## src/rtl/rvt_pkg.sv

```systemverilog
package rvt_pkg;

  // Walk limits
  localparam int MAX_STEPS   = 64;
  localparam int DIR_EPSILON = 1;
  localparam int CELL_LIMIT  = 1 << 20;
  localparam int STEP_W      = (MAX_STEPS > 1) ? $clog2(MAX_STEPS) : 1;

  // Datapath widths
  localparam int CW     = 22;  // cell index
  localparam int TW     = 50;  // slab ray parameter
  localparam int IW     = 48;  // cell crossing increment
  localparam int DIV_W  = 64;  // divider dividend / quotient
  localparam int DCNT_W = $clog2(DIV_W);

  // Configuration register indexes
  typedef enum logic [2:0] {
    REG_CELL_SIZE     = 3'd0,
    REG_INV_CELL_SIZE = 3'd1,
    REG_BMIN_X        = 3'd2,
    REG_BMIN_Y        = 3'd3,
    REG_BMIN_Z        = 3'd4,
    REG_BMAX_X        = 3'd5,
    REG_BMAX_Y        = 3'd6,
    REG_BMAX_Z        = 3'd7
  } cfg_reg_e;

  typedef struct packed {
    logic [30:0]      cell_size;
    logic [30:0]      inv_cell_size;
    logic [2:0][31:0] bmin;
    logic [2:0][31:0] bmax;
  } cfg_t;

  // One set-up ray handed from the front end to the walker
  typedef struct packed {
    logic [2:0][CW-1:0]  cidx;
    logic [2:0][63:0]    tnext;
    logic [2:0][IW-1:0]  tinc;
    logic [2:0]          par;
    logic [2:0]          neg;
    logic [30:0]         t1;
  } walk_t;

  typedef enum logic [3:0] {
    F_IDLE,
    F_CHECK,
    F_SLAB,
    F_SLAB_WAIT,
    F_CLIP,
    F_MUL_D,
    F_START,
    F_MUL_INV,
    F_CELL,
    F_MUL_PLANE,
    F_DIFF,
    F_DIV_NEXT,
    F_WAIT_NEXT,
    F_DIV_INC,
    F_WAIT_INC,
    F_PUSH
  } front_state_e;

endpackage

```

## src/rtl/rvt_walk.sv

```systemverilog
module rvt_walk
  import rvt_pkg::*;
(
  input  logic          clk_i,
  input  logic          rst_ni,
  input  logic          empty_i,
  input  walk_t         head_i,
  output logic          pop_o,
  output logic          cell_valid_o,
  output logic [CW-1:0] cell_x_o,
  output logic [CW-1:0] cell_y_o,
  output logic [CW-1:0] cell_z_o,
  output logic          last_o
);

  logic               active_q, active_d;
  logic [STEP_W-1:0]  n_q, n_d;
  walk_t              cur_q, cur_d;
  logic               valid_q, valid_d;
  logic [2:0][CW-1:0] outc_q, outc_d;
  logic               last_q, last_d;
  logic [1:0]         sel;
  logic signed [63:0] tsel;
  logic               fin;
  logic signed [22:0] cstep;

  // Pick the nearest plane crossing, lower axis on ties
  always_comb begin
    sel = 2'd0;
    if ($signed(cur_q.tnext[1]) < $signed(cur_q.tnext[0])) sel = 2'd1;
    if ($signed(cur_q.tnext[2]) < $signed(cur_q.tnext[sel])) sel = 2'd2;
    tsel  = $signed(cur_q.tnext[sel]);
    fin   = (tsel > $signed({33'b0, cur_q.t1})) || (n_q == STEP_W'(MAX_STEPS - 1));
    cstep = $signed({cur_q.cidx[sel][CW-1], cur_q.cidx[sel]})
            + (cur_q.neg[sel] ? -23'sd1 : 23'sd1);
  end

  always_comb begin
    pop_o    = !active_q && !empty_i;
    active_d = active_q;
    n_d      = n_q;
    cur_d    = cur_q;
    valid_d  = 1'b0;
    outc_d   = outc_q;
    last_d   = last_q;
    if (pop_o) begin
      cur_d    = head_i;
      active_d = 1'b1;
      n_d      = '0;
    end else if (active_q) begin
      // Emit the current cell, then step across the chosen plane unless it is the last
      valid_d = 1'b1;
      outc_d  = cur_q.cidx;
      last_d  = fin;
      if (fin) begin
        active_d = 1'b0;
      end else begin
        n_d = n_q + 1'b1;
        if (cstep > 23'(CELL_LIMIT)) cur_d.cidx[sel] = CW'(CELL_LIMIT);
        else if (cstep < -23'(CELL_LIMIT)) cur_d.cidx[sel] = CW'(-CELL_LIMIT);
        else cur_d.cidx[sel] = cstep[CW-1:0];
        cur_d.tnext[sel] = tsel + $signed({16'b0, cur_q.tinc[sel]});
      end
    end
  end

  always_ff @(posedge clk_i or negedge rst_ni) begin
    if (!rst_ni) begin
      active_q <= 1'b0;
      valid_q  <= 1'b0;
    end else begin
      active_q <= active_d;
      valid_q  <= valid_d;
    end
  end

  always_ff @(posedge clk_i) begin
    n_q    <= n_d;
    cur_q  <= cur_d;
    outc_q <= outc_d;
    last_q <= last_d;
  end

  assign cell_valid_o = valid_q;
  assign cell_x_o     = outc_q[0];
  assign cell_y_o     = outc_q[1];
  assign cell_z_o     = outc_q[2];
  assign last_o       = last_q;

endmodule

```

## config.mk

```make
export PLATFORM = sky130hd
export DESIGN_NAME = rvt_walk
export DESIGN_NICKNAME = d
export VERILOG_FILES = /design/src/rtl/rvt_pkg.sv /design/src/rtl/rvt_walk.sv
export SDC_FILE = /design/constraint.sdc
export NUM_CORES = 1
export LEC_CHECK = 0
export ABC_AREA = 1
export BUFFER_PORTS_ARGS = -buffer_cell sky130_fd_sc_hd__buf_2
export CORE_UTILIZATION = 52
export DETAILED_ROUTE_END_ITERATION = 16
export GPL_TIMING_DRIVEN = 0
export HOLD_SLACK_MARGIN = 0.06
export PLACE_DENSITY = 0.77
export SLEW_MARGIN = 20
export SYNTH_ARGS = -nofsm -noshare
export SYNTH_HDL_FRONTEND = slang
export SYNTH_SLANG_ARGS = --single-unit
export TNS_END_PERCENT = 10
```

## constraint.sdc

```tcl
create_clock -name clk_i -period 10.61 [get_ports clk_i]
set_input_delay 0 -clock clk_i [delete_from_list [all_inputs] [get_ports clk_i]]
set_output_delay 0 -clock clk_i [all_outputs]
set_load 0.03 [all_outputs]
```

==> Word-level counts from Yosys, hierarchy flattened <==
Index checks and enable logic that the tools add are counted.
{ "word_totals": {"regBits": 511, "in_bits": 442, "output_inout_bits": 69, "word_cells": 77} }
{ "op_classes": {"addsub": 3, "n_lt_le_gt_ge": 8, "eq_ne": 2, "n_mux": 29, "bitwise_logic": 8, "n_reduce_logical": 9} }
{ "op_table": {"columns": ["cell", "n"], "rows": [
  ["two-way mux 258 bit", 3],
  ["binary-select mux 64 bit (select 2 bit)", 2],
  ["bitwise mux 192 bit", 1],
  ["two-way mux 64 bit", 3],
  ["two-way mux 66 bit", 2],
  ["demux 64 bit (select 2 bit)", 1],
  ["less-than comparator 64 bit", 2],
  ["binary-select mux 48 bit (select 2 bit)", 1],
  ["bitwise mux 66 bit", 1],
  ["adder 64 x 49 -> 64 bit", 1],
  ["> comparator 64 x 32 -> 1 bit", 1],
  ["AND 63 bit", 1],
  ["inverter 63 bit", 1],
  ["AND 60 bit", 1],
  ["inverter 60 bit", 1],
  ["two-way mux 48 bit", 1],
  ["binary-select mux 22 bit (select 2 bit)", 1],
  ["demux 22 bit (select 2 bit)", 1],
  ["two-way mux 22 bit", 2],
  ["adder 22 x 23 -> 23 bit", 1],
  ["> comparator 23 x 22 -> 1 bit (second input constant)", 1],
  ["less-than comparator 23 x 21 -> 1 bit (second input constant)", 1],
  ["two-way mux 23 bit", 1],
  ["two-way mux 1 bit", 7],
  ["other kinds (15)", 21]
]} }

==> Depth between registers and ports, before layout <==
{ "logic_depth": {"depth_word": 17, "mapped_depth": 80, "mapped_depth_nobuf": 72} }

==> Worst setup path before layout <==
Ideal clock, no wire load.
{ "synth_timing": {"kind": "register to register", "start": "register cur_q[282] (netlist bit)", "end": "register cur_q[417] (netlist bit) (enable)", "setup_time_ps": 404, "t_arrival_ps": 9781, "t_required_ps": 10206, "path_slack_ps": 425, "path_stages_with_launch": 63, "path_buffers": 10, "period_less_slack_ps": 10185, "path_cell_list": "edfxtp_1 -> ha_1 -> a21oi_1 -> nor2_1 -> nor2_1 -> nand3_1 -> nand2_1 -> nand2_1 -> a21oi_1 -> nand2_1 -> nand2_1 -> nand2_1 -> inv_2 -> clkbuf_1 -> buf_1 -> clkbuf_1 -> o21ai_0 -> ha_1 -> [27 not listed] -> nand3_1 -> nand2_1 -> nand3_1 -> nand2_1 -> nand3_1 -> nand2_1 -> a21o_1 -> a21oi_1 -> o31ai_1 -> xor2_1 -> o21ai_1 -> inv_2 -> nand2_2 -> buf_6 -> buf_6 -> nand2_1 -> nand2_1 -> o21ai_1"} }
{ "synth_via": {"elab_chain_cells": 12} }
{ "synth_rtl": {"columns": ["item", "line", "rtl"], "rows": [
  ["start, declared", "rvt_walk.sv:18", "walk_t cur_q, cur_d;"],
  ["start signal, assigned", "rvt_walk.sv:79", "cur_q <= cur_d;"],
  ["less-than comparator 64 bit", "rvt_walk.sv:30", "if ($signed(cur_q.tnext[1]) < $signed(cur_q.tnext[0])) sel = 2'd1;"],
  ["two-way mux 1 bit", "rvt_walk.sv:30", null],
  ["binary-select mux 64 bit (select 2 bit)", "rvt_walk.sv:31", "if ($signed(cur_q.tnext[2]) < $signed(cur_q.tnext[sel])) sel = 2'd2;"],
  ["two-way mux 64 bit (not written as such)", "rvt_walk.sv:31", null],
  ["less-than comparator 64 bit", "rvt_walk.sv:31", null],
  ["two-way mux 2 bit", "rvt_walk.sv:31", null],
  ["binary-select mux 64 bit (select 2 bit) *", "rvt_walk.sv:32", "tsel = $signed(cur_q.tnext[sel]);"],
  ["two-way mux 64 bit (not written as such) *", "rvt_walk.sv:32", null],
  ["> comparator 64 x 32 -> 1 bit *", "rvt_walk.sv:33", "fin = (tsel > $signed({33'b0, cur_q.t1})) || (n_q == STEP_W'(MAX_STEPS - 1));"],
  ["logical OR 1 bit *", "rvt_walk.sv:33", null],
  ["!= test 2 bit (no line) *", null, null],
  ["AND reduction 2 bit (no line) *", null, null]
]} }
Mark *: on every way between the ends. The rest lies on a longest branch, timed or not. The select of a mux whose other input is x is not followed.
A chain may end at the register's enable or synchronous reset.

==> impl_metrics.env <==
export IMPL_status="completed"
export IMPL_htree_levels=2
export IMPL_synth_area_per_cell_sq_um=8.75
export IMPL_slowest_stage="edfxtp_1"
export IMPL_routedWlPerCell_um=23.3
export IMPL_timing_hold_ws_ns=0.0707
export IMPL_critical_path_top_delay_family="compound AO/OA/AOI/OAI gates"
export IMPL_viasPerCell=5.85
export IMPL_cp_required_ns=10.95
export IMPL_min_path_type="in2reg"
export IMPL_synthDistinctLibCells=61
export IMPL_io_pins=511
export IMPL_clkSinkCount=511
export IMPL_fp_dieH_um=245
export IMPL_tritoncts="built"
export IMPL_crit_fanout=10
export IMPL_setup_ws_ns=0.340
export IMPL_antenna_found_initial=13
export IMPL_grt_pass1_vias=31200
export IMPL_first_pass_iters=7
export IMPL_cp_arrival_ns=10.61
export IMPL_via_count=31525
export IMPL_cts_root_buf="clkbuf_16"
export IMPL_synth_edf_count=503
export IMPL_die_x_um=245
export IMPL_drc_errors=0
export IMPL_synthCells=3516
export IMPL_area_growth_pct=35.8
export IMPL_drv_cap=0
export IMPL_cts_buffers=55
export IMPL_grt_usage_pct=41.0
export IMPL_async_reset_ff_share_pct=0.391
export IMPL_insertion_delay_ns=0.63
export IMPL_critPathKind="reg2reg"
export IMPL_numPortBuffers=507
export IMPL_cp_num_buf_inv=11
export IMPL_max_freq_mhz=97.4
export IMPL_die_area_sq_mm=0.0602
export IMPL_fin_skew_ns=0.0173
export IMPL_synth_area_top_cells="edfxtp_1, nand2_1, ha_1"
export IMPL_tightest_slew_ns=0.998
export IMPL_drive_gt1_share_pct=17.7
export IMPL_netlist_area_sq_mm=0.0308
export IMPL_coreArea_sq_mm=0.0581
export IMPL_grt_overflow=0
export IMPL_fin_crit_sh_pct=96.8
export IMPL_gp_congestion=0.999
export IMPL_syn_num_nets=4188
export IMPL_mostFrequentLayoutCell="nand2_1"
export IMPL_place_ws_ns=-3.79
export IMPL_wl_met1_mm=44.8
export IMPL_wl_met3_mm=14.1
export IMPL_dr_wl_met2_mm=58.2
export IMPL_slew_headroom_pct=33.5
export IMPL_crit_top_cell="nand2_1"
export IMPL_hpwlAfterDp_mm=85.0
export IMPL_synth_ff_type="edfxtp_1"
export IMPL_finalSetupViolations=0
export IMPL_fin_crit_ns=10.27
export IMPL_hold_viol_final=0
export IMPL_yosysSeqAreaShare_pct=49.6
export IMPL_nets=5239
export IMPL_drt_initial_drc_count=3585
export IMPL_endpoint_kind="flop"
export IMPL_grt_max_degree=57
export IMPL_critPathLaunchType="flop"
export IMPL_initial_utilization_pct=52.9
export IMPL_final_area_sq_mm=0.0418
export IMPL_top_layer="met5"
export IMPL_core_rowCount=88
export IMPL_synth_seq_cells=511
export IMPL_totalWireLength_mm=126
export IMPL_layout_common_cells="nand2_1, buf_2, edfxtp_1, dlygate4sd3_1, o21ai_0"
export IMPL_grt_pass1_wl_mm=183
export IMPL_yosysWarnings=0
export IMPL_report_final_slew_viol_count=0
export IMPL_cts_max_path_buffers=3
export IMPL_postPlaceCellArea_sq_mm=0.0348
export IMPL_fin_util_pct=71.9
export IMPL_max_stage_delay_ns=0.40
export IMPL_synth_top_area_share_pct=49.1
export IMPL_synth_largest_area_cell="edfxtp_1"
export IMPL_cts_clk_slew_worst_paths_ns=0.07
export IMPL_ant_nets=0
synthesized netlist by cell type, types with 3 or more instances:
cell	n
nand2_1	996
edfxtp_1	503
o21ai_0	392
inv_1	286
nor2_1	248
ha_1	228
nand3_1	175
a21oi_1	168
clkbuf_1	98
o22ai_1	70
o21ai_1	51
nand4_1	30
xor2_1	30
buf_2	21
nor3_1	20
a21o_1	19
o21a_1	14
buf_1	10
or2_2	10
xnor2_1	10
a31oi_1	9
nand2_2	9
a211oi_1	8
buf_4	8
nor4_1	8
inv_2	7
o221ai_1	7
clkbuf_8	6
dfxtp_1	6
nand3b_1	6
buf_6	5
o21bai_1	5
dlygate4sd3_1	4
a21boi_0	3
a21oi_2	3
and2_1	3
nor2_2	3
o211ai_1	3
o21ai_2	3
registers in the layout, summed over array words and instances, names as in the netlist:
register	cells
cell_z_o	22
cell_valid_o	1
last_o	1
n_q	6
cell_y_o	22
cur_q	436
active_q	1
cell_x_o	22
final cells by class:
class	instances	area (sq um)
clock inverter	35	285
sequential	511	15300
multi-input combinational	2557	14000
antenna	12	30.0
tap	765	957
fill	4159	16300
buffer	153	1030
timing repair buffer	996	7620
inverter	293	1110
clock buffer	64	1430
stage by stage:
step                setup TNS [ns]  std cells
finish                           0       5386
global route                -0.682       5381
CTS                              0       5356
detailed placement        -1093.84       4805
global placement          -1962.41       4788
floorplan                        0       3516
kinds of logic after synthesis:
logic type      share of synthesized area [%]
buf+inv                                  6.13
xor+xnor                                 1.14
simple gates                             20.2
flops                                    49.6
fa+ha+maj                                9.40
compound gates                           13.6
final timing paths:
check / start / endpoint / slack [ns] / cells after the start
worst min register to register: cur_q[393] / cell_x_o[20] / 0.48 / 0
worst max-delay path: cur_q[278] / cur_q[238] / 0.34 / 61
max in group asynchronous: rst_ni / cell_valid_o / 10.16 / 3
worst min-delay path: head_i[102] / cur_q[102] / 0.07 / 2
worst max register to register: cur_q[278] / cur_q[238] / 0.34 / 61
min in group asynchronous: rst_ni / active_q / 0.30 / 3
timing repair:
action / in CTS / in global routing
gates resized for setup: 122 / 76
pin swaps: 14 / 16
endpoints found under the setup margin: 517 / 236
hold buffers: 441 / 0
gates cloned: 1 / 0
buffers inserted: 11 / 20
endpoints found under the hold margin: 438 / 0
per-layer routing:
layer / vias up / track usage [%]
li1: 14279 / -
met3: 506 / 9.66
met2: 2040 / 67.0
met5: - / 0
met1: 14696 / 48.8
met4: 4 / 26.0
Power is not shown: default switching activity piles up to over one toggle a cycle in this logic, so the estimate is an artifact.
