File: src/rtl/rvt_pkg.sv
package rvt_pkg;

  // Walk limits
  localparam int MAX_STEPS   = 64;
  localparam int DIR_EPSILON = 1;
  localparam int CELL_LIMIT  = 1 << 20;
  localparam int STEP_W      = (MAX_STEPS > 1) ? $clog2(MAX_STEPS) : 1;

  // Datapath widths
  localparam int CW     = 22;  // cell index
  localparam int TW     = 50;  // slab ray parameter
  localparam int IW     = 48;  // cell crossing increment
  localparam int DIV_W  = 64;  // divider dividend / quotient
  localparam int DCNT_W = $clog2(DIV_W);

  // Configuration register indexes
  typedef enum logic [2:0] {
    REG_CELL_SIZE     = 3'd0,
    REG_INV_CELL_SIZE = 3'd1,
    REG_BMIN_X        = 3'd2,
    REG_BMIN_Y        = 3'd3,
    REG_BMIN_Z        = 3'd4,
    REG_BMAX_X        = 3'd5,
    REG_BMAX_Y        = 3'd6,
    REG_BMAX_Z        = 3'd7
  } cfg_reg_e;

  typedef struct packed {
    logic [30:0]      cell_size;
    logic [30:0]      inv_cell_size;
    logic [2:0][31:0] bmin;
    logic [2:0][31:0] bmax;
  } cfg_t;

  // One set-up ray handed from the front end to the walker
  typedef struct packed {
    logic [2:0][CW-1:0]  cidx;
    logic [2:0][63:0]    tnext;
    logic [2:0][IW-1:0]  tinc;
    logic [2:0]          par;
    logic [2:0]          neg;
    logic [30:0]         t1;
  } walk_t;

  typedef enum logic [3:0] {
    F_IDLE,
    F_CHECK,
    F_SLAB,
    F_SLAB_WAIT,
    F_CLIP,
    F_MUL_D,
    F_START,
    F_MUL_INV,
    F_CELL,
    F_MUL_PLANE,
    F_DIFF,
    F_DIV_NEXT,
    F_WAIT_NEXT,
    F_DIV_INC,
    F_WAIT_INC,
    F_PUSH
  } front_state_e;

endpackage

File: src/rtl/rvt_fifo.sv
module rvt_fifo
  import rvt_pkg::*;
(
  input  logic  clk_i,
  input  logic  rst_ni,
  input  logic  push_i,
  input  walk_t data_i,
  output logic  full_o,
  input  logic  pop_i,
  output logic  empty_o,
  output walk_t data_o
);

  walk_t      mem_q [2];
  logic       wr_q, wr_d;
  logic       rd_q, rd_d;
  logic [1:0] cnt_q, cnt_d;

  assign full_o  = (cnt_q == 2'd2);
  assign empty_o = (cnt_q == 2'd0);
  assign data_o  = mem_q[rd_q];

  // Advance pointers and occupancy
  always_comb begin
    wr_d  = push_i ? ~wr_q : wr_q;
    rd_d  = pop_i ? ~rd_q : rd_q;
    cnt_d = cnt_q + {1'b0, push_i} - {1'b0, pop_i};
  end

  always_ff @(posedge clk_i or negedge rst_ni) begin
    if (!rst_ni) begin
      wr_q  <= 1'b0;
      rd_q  <= 1'b0;
      cnt_q <= 2'd0;
    end else begin
      wr_q  <= wr_d;
      rd_q  <= rd_d;
      cnt_q <= cnt_d;
    end
  end

  always_ff @(posedge clk_i) begin
    if (push_i) mem_q[wr_q] <= data_i;
  end

endmodule

File: config.mk
export PLATFORM = sky130hd
export DESIGN_NAME = rvt_fifo
export DESIGN_NICKNAME = d
export VERILOG_FILES = /design/src/rtl/rvt_pkg.sv /design/src/rtl/rvt_fifo.sv
export SDC_FILE = /design/constraint.sdc
export NUM_CORES = 1
export LEC_CHECK = 0
export BUFFER_PORTS_ARGS = -buffer_cell sky130_fd_sc_hd__buf_2
export CELL_PAD_IN_SITES_DETAIL_PLACEMENT = 0
export CELL_PAD_IN_SITES_GLOBAL_PLACEMENT = 1
export CORE_AREA = 2 2 345 347
export DETAILED_ROUTE_END_ITERATION = 12
export DIE_AREA = 0 0 347 349
export HOLD_SLACK_MARGIN = 0.08
export PLACE_DENSITY_LB_ADDON = 0.1
export REMOVE_ABC_BUFFERS = 1
export SLEW_MARGIN = 20
export SYNTH_ARGS = -nofsm -noshare
export SYNTH_HDL_FRONTEND = slang
export SYNTH_SLANG_ARGS = --single-unit
File: constraint.sdc
create_clock -name clk_i -period 30.2 [get_ports clk_i]
set_input_delay 1.51 -clock clk_i [delete_from_list [all_inputs] [get_ports clk_i]]
set_output_delay 1.51 -clock clk_i [all_outputs]
set_load 0.05 [all_outputs]
After elaboration in Yosys (flattened, before gate mapping):

Memory sizes are Yosys's and may differ from the RTL's.
Cells that the tools add are included.

* register bits: 4
* bits in latches: 0
* memory bits (writable): 878
* ROM bits: 0
* input bits: 443
* output and inout port bits: 441
* logic and storage cells: 12
* memories: 1

* add/subtract/negate cells: 2
* $mul: 0
* divide/modulo/power cells: 0
* order comparisons: 0
* equal/unequal tests: 1
* shift-type cells: 0
* muxes and demuxes: 2
* bitwise operators: 2
* reductions and logical operators: 1

Memory list
* mem_q: depth 2, bits a word 439, read ports 1, clocked after memory_dff 0, write ports 1, RTL line rvt_fifo.sv:14 `walk_t mem_q [2];`

Operators by type and width (count)
* $add A2 B1 Y2: 1
* $eq A2 B2 Y1 const B: 1
* $logic_not A2 Y1: 1
* $mux W1: 2
* $not A1 Y1: 2
* $sub A2 B1 Y2: 1

Depth between registers and ports, before layout:

Gate-level depths: netlist of run 1.

* depth after elaboration: 2
* mapped depth: 5
* gate-level depth less buffers: 5

Least setup slack after synthesis of run 1:

Ideal clock, no wire load.

* path kind: input -> register
* from: in push_i
* to: mem mem_q[0][0] in the netlist's numbering (enable)
* library setup time: 1.303 ns
* data arrival time: 20.342 ns
* path slack: 8.555 ns
* cell stages on the path: 1
* buffers on the path: 0
* cell sequence: nor2b_1

* cells in the longest elaborated chain, start to end: 2

Ends and longest elaborated chain
* start: declaration: RTL line rvt_fifo.sv:6 `input logic push_i,`
* $mux W1: RTL line rvt_fifo.sv:43 `if (push_i) mem_q[wr_q] <= data_i;`
* $mux W1 (not written as such): RTL line rvt_fifo.sv:43
* end: declaration: RTL line rvt_fifo.sv:14

Every way passes these cells.

==> results.md, run 1 <==
Run status:
- The flow ran to the end, and the final reports show no timing, DRC or antenna violations.

Timing:
- The number of pins exceeding their max-slew limit in the final report came to 0.
- After routing, the total negative slack on setup checks comes to 0 ns.
- The post-route clock period utilization is 0.2127.
- The setup violation total in the final timing report is 0.
- At the pin with the least slew margin, the transition time is 1.101 ns.
- The shortest clock period the worst path allows after layout is 6.422 ns.
- On the final layout, the worst clock skew is 0.02741 ns.
- The headroom to the max-slew limit is 0.2659.
- The hold violation count in the final report was 0.
- The maximum clock frequency is 155.7 MHz.
- Setup repair after global routing left no endpoint under its margin.

CTS:
- In this run the deepest clock path goes through 3 buffers.
- Hold repair after CTS inserted 0 buffers.
- Clock tree synthesis inserted a total of 102 buffers.
- The clock latency on the worst-skew pair is 0.67 ns.
- The maximum level of the CTS H-tree is 3.
- The root buffer selected by CTS is sky130_fd_sc_hd__clkbuf_16.
- Post-CTS repair changed the size of 0 cells.
- Clock tree synthesis found a total of between 800 and 900 sinks.
- In this run the post-CTS setup repair buffer count came out at 0.
- Clock-pin slew was measured on the worst setup and hold paths at about 0.06 ns.
- The CTS tree is built.

Detailed routing:
- The first detailed-routing pass took 4 iterations.
- Detailed routing inserted a total of approximately 17,000 vias.
- In the routed design, unresolved DRC markers number 0.
- The total detailed-routing wirelength is 91.79 mm.
- In the final routed layout, each cell accounts on average for 23.05 um.
- The detailed router's first-iteration violation count is between 700 and 800.
- Using the TritonRoute via totals, the vias-per-cell ratio works out to 4.209.
- Once detail routing completed, the nets flagged for antenna violations numbered 0.

Global routing:
- The largest net degree at the start of global routing is 168.
- The via count of the first global-routing pass is 18,080.
- The first global-routing pass estimated 126.2 mm of wire.
- The total global routing overflow is 0.
- The number of antenna violations at the first check in global routing came to just over 60.
- Across every metal layer, demand over resource in global routing totals 0.1454.

Die:
- The region available for standard cell placement spans 117,500 um^2.
- The width of the die is 347 um.
- The area enclosed by the die boundary is 121,100 um^2.
- During I/O placement, the number of pins put on the boundary was 884.
- From bottom edge to top edge, the die measures 349 um.
- The starting utilization of the core area is 0.2727.
- Row generation in the floorplan step produced between 100 and 150 rows.

Placement:
- Port buffering added 883 buffers.
- Routability-driven placement finished with a final weighted congestion of between 0.8 and 0.9.
- Detailed placement finished with a half-perimeter wire length of roughly 65 mm.

Power:
- The cell area power density is about 110 nW/um^2.
- In this run the static leakage power is 15.16 nW.
- VDD sags by at most 0.00006326 V.

Synthesis:
- The sequential share of the synthesized area is 0.8262.
- The post-synthesis cell area is 32,030 um^2.
- After synthesis, the netlist uses 12 different library cells.
- The Yosys warning count is 0.
- A synthesized cell averages approximately 23 um^2.
- In this run, synthesis produced a sequential element count of about 880.
- The synthesized instance count is 1,381.

Worst setup path:
- STA classifies the critical path startpoint as a flip-flop.
- Data on the critical path is required at its endpoint by 28.69 ns.
- STA puts the critical path data arrival time at 4.91 ns.
- The critical path endpoint category is an output port.
- In this run the worst path has a maximum fanout of 71.
- For this design, the slowest cell found on the critical path is sky130_fd_sc_hd__dfrtp_4.
- The cell occurring most often along the worst timing path is sky130_fd_sc_hd__buf_4.
- On the worst path, the slowest cell contributes a delay of just over 1 ns.
- The worst setup path category is reg2out.
- The critical path goes through buf_4 > buf_4 > buf_4 > mux2_2 > buf_2.

Finish:
- Fill cells in the final layout number 11,300.
- The synthesis-to-finish area growth is 28.75%.
- The total number of nets in the final design is 2,781.
- Of the cells placed in the final design, the portion with a size suffix greater than 1 is 0.6078.
- Measured on the finished design, the core utilization comes to 0.3511.

Min path:
- The worst hold path belongs to the class reg2reg.

Run:
- The max-cap violation count is 0.
[path summary, 6_finish.rpt]
| kind | from | end | slack [ns] | cells after the start |
|---|---|---|---|---|
| min in group asynchronous | rst_ni | cnt_q[0] | 0.64 | 1 |
| min | wr_q | wr_q | 0.55 | 1 |
| max | rd_q | data_o[293] | 23.78 | 5 |
| min reg2reg | wr_q | wr_q | 0.55 | 1 |
| max in group asynchronous | rst_ni | rd_q | 29.40 | 1 |
| max reg2reg | wr_q | mem_q[0][358] | 25.87 | 5 |
[registers in the layout, indices dropped and copies added (netlist names)]
name and cells:
mem_q 878, cnt_q 2, rd_q 1, wr_q 1
[cells in the final DEF (no fill, tap or decap), types with 5 or more instances in the layout]
master                      netlist  routed
sky130_fd_sc_hd__clkbuf_1         0      28
sky130_fd_sc_hd__edfxtp_1       878     878
sky130_fd_sc_hd__buf_4            0      13
sky130_fd_sc_hd__clkinv_2         0      10
sky130_fd_sc_hd__diode_2          0      30
sky130_fd_sc_hd__clkinv_1         0      30
sky130_fd_sc_hd__clkbuf_16        0     104
sky130_fd_sc_hd__mux2_2         439     439
sky130_fd_sc_hd__bufinv_16        0       5
sky130_fd_sc_hd__buf_2            4     883
[stage by stage]
stage	cell area [um^2]	total power [mW]	setup WS (ns)	hold slack [ns]	cells
after CTS	41130	4.800	23.59	0.5525	3952
after floorplan	31510	3.370	8.555	0.4555	1332
after global routing	41190	4.909	23.42	0.5798	3965
after global placement	38010	3.611	24.46	0.5335	3767
final	41240	4.713	23.78	0.5502	3983
after detailed placement	38010	3.619	24.34	0.5447	3767
[cell type report]
class | instances | area (um^2) | area share
well taps | 1536 | 1922 | 0.04660
multi-input cells | 448 | 5042 | 0.1223
diodes | 30 | 75.07 | 0.001820
clock inverters | 53 | 420.4 | 0.01019
repair buffers | 900 | 4596 | 0.1114
inverters | 2 | 7.507 | 0.0001820
clock buffers | 132 | 2708 | 0.06566
flip-flops and latches | 882 | 26470 | 0.6418
[synthesized netlist by cell type (all sizes together)]
cell / instances / area, um^2
edfxtp: 878 / 26370
and2: 1 / 6.260
nor2: 1 / 3.750
ha: 2 / 25.02
dfrtp: 4 / 100.1
mux2: 439 / 4943
xor3: 1 / 23.77
xor2: 2 / 17.52
buf: 49 / 526.8
nor2b: 2 / 12.51
inv: 2 / 7.510
[logic make-up after synthesis]
family | share of synthesized area
flip-flops | 0.8262
multiplexers | 0.1543
buffers and inverters | 0.01668
AND/OR/NAND/NOR | 0.0007030
XOR/XNOR | 0.001289
adder cells (fa/ha/maj) | 0.0007811
[critical path: cells and delay by family, from the launching register on]
family                 cells  cell delay (ns)
multiplexers               1             0.43
buffers and inverters      4             2.65
flip-flops                 1             1.02
[per-layer routing]
| layer | wire [um] | global-route usage | vias up |
|---|---|---|---|
| met5 | 295 | 0 | - |
| met4 | 3713 | 0.06513 | 44 |
| met3 | 9027 | 0.06861 | 220 |
| met2 | 48660 | 0.2663 | 646 |
| met1 | 30100 | 0.1366 | 8325 |
| li1 | - | - | 7531 |
[power breakdown]
| part | total [mW] | internal (mW) | switching, mW |
|---|---|---|---|
| Clock | 1.15 | 0.673 | 0.482 |
| Sequential | 1.70 | 1.63 | 0.0699 |
| Combinational | 1.86 | 0.468 | 1.39 |
Note: power is estimated with default switching activity, not from simulation.
==> inputs of run 2 (changes only) <==
- clock period: 30.2 -> 6.1 ns (I/O delays scaled with it)
==> results.md, run 2 (same netlist as run 1, synthesis figures left out) <==
Run status:
- The flow ran to the end, and the final reports show no timing, DRC or antenna violations.

Finish:
- The summed area of non-filler cells in the final layout is 45,780 um^2 (+11%).
- The synthesis-to-finish area growth is 42.92%.
- The flip-flop count of the largest register after layout is 878 (unchanged).
- mem_q holds more flip-flops than any other register.
- The most common cell after layout, fill and taps aside is sky130_fd_sc_hd__buf_2.
- The fraction of layout cells with a size suffix above 1 is 0.5150 (-0.09280).
- The largest registers in the layout are mem_q x878, cnt_q x2.
- The library cells used most frequently in the layout, excluding fill and tap cells, are sky130_fd_sc_hd__buf_2 (883), sky130_fd_sc_hd__edfxtp_1 (878), sky130_fd_sc_hd__dlygate4sd3_1 (443).
- The total number of nets in the final design is 3,229 (+16%).

Worst setup path:
- The critical path is of the reg2out type.
- The maximum net fanout on the critical path is 123 (+73%).
- Walking the worst path, the cells encountered are buf_12 > mux2_2 > buf_2.
- The worst setup path is launched from a flip-flop.
- The sum of buffers and inverters on the critical path is 2 (-2).
- The path depth of the worst reg2reg path was 2 (-3).
- The largest stage delay on the critical path was 0.92 ns (-0.10 ns).
- The data arrival time of the critical path was 3.03 ns (-1.88 ns).
- The library cell contributing the largest single delay on the critical path is sky130_fd_sc_hd__dfrtp_4.
- The critical path depth was 3 (-2).
- STA classifies the critical path endpoint as an output port.
- The cell class contributing the biggest share of worst-path delay is flip-flops.
- The endpoint required time on the critical path is 5.79 ns (-22.90 ns).

Global routing:
- The global routing usage summed across all routing layers is 0.1467 (+0.001353).
- The via count of the first global-routing pass is 19,950 (+10%).
- The total global routing overflow is 0 (unchanged).
- The number of antenna violations at the first check in global routing came to 9 (-85%).
- The wire length of the first global-routing pass is 130.6 mm (+3.5%).
- The largest net degree at the start of global routing is 148 (-12%).

Timing:
- The setup total negative slack is 0 ns (unchanged).
- Setup repair after global routing left no endpoint under its margin.
- The hold violation count in the final report was 0 (unchanged).
- The setup violation total in the final timing report is 0 (unchanged).
- The number of pins exceeding their max-slew limit in the final report is 0 (unchanged).
- The shortest clock period the worst path allows after layout is 3.330 ns.
- The slew of the pin with the lowest slew margin is 1.024 ns (-0.07685 ns).
- The post-route clock period utilization is 0.5460.
- The largest clock skew in the final design came to 0.01583 ns (-0.01158 ns).
- Derived from the worst setup path, the maximum achievable clock frequency is 300.3 MHz.
- The headroom to the max-slew limit was 0.3157 (+0.04978).

Die:
- The width of the die came to 347 um (unchanged).
- The die outline height is 349 um (unchanged).
- The core area is 117,500 um^2 (unchanged).
- The area enclosed by the die boundary is 121,100 um^2 (unchanged).
- The starting utilization of the core area came to 0.2727 (unchanged).
- The I/O pin total came to 884 (unchanged).
- The number of rows in the core area is 126 (unchanged).

CTS:
- The buffer count from post-CTS setup fixing is 0 (unchanged).
- The clock-pin slew on the worst setup and hold paths came to 0.06 ns (about the same).
- The number of buffers added by the clock tree synthesis step came to 103 (+0.98%).
- The tree is rooted in a sky130_fd_sc_hd__clkbuf_16.
- The CTS tree is built.
- The number of buffers on the longest clock path is 3 (unchanged).
- The number of clock sinks seen by CTS is 882 (unchanged).
- The clock latency on the worst-skew pair is 0.67 ns (about the same).
- The maximum level of the CTS H-tree is 3 (unchanged).

Power:
- The fraction of power consumed by the clock network is 0.248 (+0.003).
- The switching power came to 9.753 mW (+400%).
- The sequential share of power is 0.350 (-0.010).
- The leakage power figure was 17.10 nW (+13%).
- The switching portion of total power came to 0.4095 (-0.003173).
- The share of power burned in combinational logic is 0.402 (+0.007).
- The cell area power density is 520.3 nW/um^2 (+360%).
- The cell-internal power is 14.06 mW (+410%).
- The peak supply drop was 0.0003336 V (+430%).

Run:
- The max-cap violation count is 0 (unchanged).

Detailed routing:
- The remaining antenna violation count after routing is 0 (unchanged).
- The length of the first detailed-routing pass in iterations is 4 (unchanged).
- The detailed-route wire length per cell is 21.00 um (-8.9%).
- The remaining routing DRC violations was 0 (unchanged).
- The via count of the routed design is 18,170 (+8.4%).
- The total detailed-routing wirelength is 92.70 mm (+0.99%).
- The detailed router's first-iteration violation count is 848 (+14%).
- The routed via count divided by cell count is 4.116 (-2.2%).

Min path:
- The hold path depth is 2 (+1).
- The worst min-delay path class is in2reg.

Placement:
- The count of input and output buffers is 883 (unchanged).
- The post-detailed-placement cell area was 38,090 um^2 (+0.23%).
- The global placement routability congestion was 0.7612 (-8.5%).
- The total half-perimeter wirelength after legalization and detailed placement is 64.50 mm (-0.91%).
[run 2: worst paths after layout]
path / end / startpoint / slack, ns
max: data_o[59] / rd_q / 2.77
min: mem_q[0][131] / data_i[131] / 0.36
max reg2reg: mem_q[0][412] / wr_q / 3.65
min reg2reg: wr_q / wr_q / 0.54
max in group asynchronous: rd_q / rst_ni / 5.32
min in group asynchronous: cnt_q[1] / rst_ni / 0.59
[run 2: repair_timing]
item / 4_1_cts / 5_1_grt
hold buffers: 443 / 0
setup endpoints to repair: 0 / 0
endpoints found under the hold margin: 886 / 0
gates resized for setup: 0 / 0
[run 2: power by group through the flow]
| stage | sequential (mW) | combinational [mW] | clock, mW |
|---|---|---|---|
| global placement | 8.45 | 9.48 | 0 |
| global route | 8.46 | 9.99 | 6.34 |
| CTS | 8.37 | 9.76 | 6.10 |
| finish | 8.35 | 9.57 | 5.90 |
| floorplan | 9.02 | 5.24 | 0 |
| detailed placement | 8.49 | 9.48 | 0 |
[run 2: routing by layer]
layer | GRT usage | wire length (um) | vias to the layer above
met5 | 0 | 27 | -
met4 | 0.05404 | 3318 | 4
met3 | 0.05482 | 7220 | 150
met2 | 0.2725 | 49440 | 613
met1 | 0.1487 | 32690 | 9020
li1 | - | - | 8383
[run 2: area by class of cell]
class / count / area (um^2)
Fill cell: 11070 / 71670
Sequential cell: 882 / 26470
Clock inverter: 62 / 535.5
Timing Repair Buffer: 1347 / 9086
Clock buffer: 129 / 2696
Inverter: 2 / 7.507
Tap cell: 1536 / 1922
Multi-Input combinational cell: 448 / 5042
Antenna cell: 8 / 20.02
[run 2: metrics by stage]
step	std cells	hold slack, ns	power [mW]	utilization	worst slack (ns)
after global placement	3772	0.1212	17.93	0.3243	3.391
after global routing	4413	0.3086	24.79	0.3898	2.538
after floorplan	1332	0.009409	14.26	-	-14.92
after CTS	4406	0.2832	24.23	0.3896	2.618
after detailed placement	3772	0.1177	17.97	0.3243	3.379
final	4414	0.3583	23.82	0.3898	2.770
==> inputs of run 3 (changes only) <==
- clock period: 6.1 -> 3.4 ns (I/O delays scaled with it)
==> results.md, run 3 (same netlist as run 1, synthesis figures left out) <==
Power:
- The share of power burned in combinational logic is 0.413 (+0.011).
- The switching portion of total power is 0.4121 (+0.002640).
- The cell area power density came to 927.0 nW/um^2 (+78%).
- The power consumption is 42.60 mW (+79%).
- The peak supply drop is 0.0004890 V (+47%).
- The sequential share of power is 0.350 (about the same).
- The fraction of power consumed by the clock network was 0.238 (-0.010).
- The leakage power figure is 17.20 nW (+0.56%).
- The cell-internal power is 25.04 mW (+78%).
- The switching power is 17.55 mW (+80%).

Timing:
- The final critical-path setup slack came to 0.5552 ns (-2.215 ns).
- Setup repair after global routing left no endpoint under its margin.
- In the finished design, the share of the clock period the worst path needs comes to 0.8367.
- The slew of the pin with the lowest slew margin was 0.8749 ns (-0.1494 ns).
- The setup violation total in the final timing report was 0 (unchanged).
- The maximum clock frequency is 351.5 MHz.
- The hold violation count in the final report was 0 (unchanged).
- The worst path in the final design needs a cycle of 2.845 ns, including I/O delays and setup.
- The number of pins exceeding their max-slew limit in the final report is 0 (unchanged).
- The setup total negative slack was 0 ns (unchanged).
- The headroom to the max-slew limit is 0.4167 (+0.1010).
- The largest clock skew in the final design is 0.02801 ns (+0.01218 ns).

Global routing:
- The largest net degree at the start of global routing is 104 (-30%).
- The via count of the first global-routing pass was 20,190 (+1.2%).
- The global routing usage summed across all routing layers came to 0.1479 (+0.001196).
- The total global routing overflow is 0 (unchanged).
- The number of antenna violations at the first check in global routing is 10 (+1).
- The wire length of the first global-routing pass came to 131.6 mm (+0.77%).

Detailed routing:
- The via count of the routed design was 18,370 (+1.1%).
- The routed via count divided by cell count is 4.156 (+0.95%).
- The length of the first detailed-routing pass in iterations came to 4 (unchanged).
- The detailed router's first-iteration violation count is 889 (+4.8%).
- The total detailed-routing wirelength is 92.71 mm (about the same).
- The remaining antenna violation count after routing came to 0 (unchanged).
- The remaining routing DRC violations is 0 (unchanged).
- The detailed-route wire length per cell is 20.97 um (-0.12%).

Finish:
- The largest register by flop count is mem_q.
- The library cell used most frequently in the layout, excluding fill and tap cells, is sky130_fd_sc_hd__buf_2.
- Relative to the synthesized area, the layout overhead comes to 43.46%.
- The flip-flop count of the largest register after layout is 878 (unchanged).
- The fraction of layout cells with a size suffix above 1 came to 0.5242 (+0.009175).
- The core utilization of the finished layout is 0.3912 (+0.001470).
- The top cell types in the final layout, fill and taps aside, are sky130_fd_sc_hd__buf_2 (883), sky130_fd_sc_hd__edfxtp_1 (878), sky130_fd_sc_hd__dlygate4sd3_1 (443).
- The total number of nets in the final design is 3,249 (+0.62%).
- The number of cells in the finished layout apart from fillers is 4,420 (+0.14%).
- In the final layout, the registers with the most flip-flops are mem_q x878, cnt_q x2.

Die:
- The width of the die came to 347 um (unchanged).
- The number of rows in the core area came to 126 (unchanged).
- The area enclosed by the die boundary was 121,100 um^2 (unchanged).
- The starting utilization of the core area came to 0.2727 (unchanged).
- The core area is 117,500 um^2 (unchanged).
- The die outline height is 349 um (unchanged).
- The I/O pin total was 884 (unchanged).

CTS:
- The root buffer selected by CTS is sky130_fd_sc_hd__clkbuf_16.
- The number of buffers added by the clock tree synthesis step came to 101 (-1.9%).
- TritonCTS built the clock tree.
- The maximum level of the CTS H-tree is 3 (unchanged).
- The buffer count from post-CTS setup fixing is 0 (unchanged).
- The number of buffers on the longest clock path is 3 (unchanged).
- The number of clock sinks seen by CTS is 882 (unchanged).
- The number of gates resized after cts came to 0 (unchanged).
- The clock latency on the worst-skew pair is 0.67 ns (about the same).
- The clock-pin slew on the worst setup and hold paths was 0.06 ns (about the same).
- The hold buffer count at CTS was 443 (unchanged).

Placement:
- The pre-CTS worst setup slack is 1.196 ns (-2.182 ns).
- The total half-perimeter wirelength after legalization and detailed placement is 65.66 mm (+1.8%).
- The global placement routability congestion is 0.7921 (+4.1%).
- The placed instance count was 3,794 (+0.58%).
- The count of input and output buffers is 883 (unchanged).

Worst setup path:
- The register-to-register path setup slack is 1.42 ns (-2.23 ns).
- STA classifies the critical path endpoint as an output port.
- The data arrival time of the critical path is 2.67 ns (-0.36 ns).
- The endpoint required time on the critical path was 3.23 ns (-2.56 ns).
- The critical path is of the reg2out type.
- The maximum net fanout on the critical path came to 81 (-34%).
- The type of origin of the critical path is a flip-flop.

Run status:
- The flow ran to the end, and the final reports show no timing, DRC or antenna violations.

Run:
- The max-cap violation count is 0 (unchanged).

Min path:
- The tightest min-delay check is of the in2reg type.
==> run 3: through the flow <==
step	hold slack (ns)	cell area, um^2
floorplan	-0.1256	31510
global placement	-0.02064	38430
detailed placement	-0.02167	38430
CTS	0.1443	45930
global route	0.1760	45950
finish	0.2207	45950
==> run 3: final cells by class <==
type                    instances  area (um^2)
diodes                          7        17.52
clock buffers                 117         2587
clock inverters                59        479.2
fillers                     11100        71500
inverters                       2        7.507
multi-input cells             448         5042
flip-flops and latches        882        26470
well taps                    1536         1922
repair buffers               1369         9427
==> run 3: power groups by stage <==
stage | logic [mW] | clock network, mW | registers, mW
3_3_place_gp | 17.4 | 0 | 15.1
6_report | 17.6 | 10.1 | 14.9
3_5_place_dp | 17.4 | 0 | 15.1
5_1_grt | 18.4 | 10.9 | 15.1
2_1_floorplan | 5.54 | 0 | 14.6
4_1_cts | 17.9 | 10.5 | 14.9
==> run 3: per-layer routing <==
| metal | track usage | part of all wire | vias up |
|---|---|---|---|
| li1 | - | - | 8420 |
| met1 | 0.1512 | 0.36 | 9157 |
| met2 | 0.2707 | 0.53 | 641 |
| met3 | 0.05408 | 0.081 | 146 |
| met4 | 0.06185 | 0.035 | 4 |
| met5 | 0 | 0.00023 | - |
==> run 3: path summary, 6_finish.rpt <==
| kind | end | start | cells past startpoint |
|---|---|---|---|
| max reg2reg | mem_q[0][255] | wr_q | 2 |
| min | mem_q[0][170] | data_i[170] | 2 |
| max | data_o[377] | rd_q | 3 |
| max in group asynchronous | rd_q | rst_ni | 3 |
| min in group asynchronous | cnt_q[0] | rst_ni | 3 |
| min reg2reg | wr_q | wr_q | 1 |
==> run 3: critical path, stage by stage, from the launching register on <==
cell and delay [ns]:
sky130_fd_sc_hd__dfrtp_4 0.79, sky130_fd_sc_hd__buf_12 0.44, sky130_fd_sc_hd__mux2_2 0.44, sky130_fd_sc_hd__buf_2 0.22
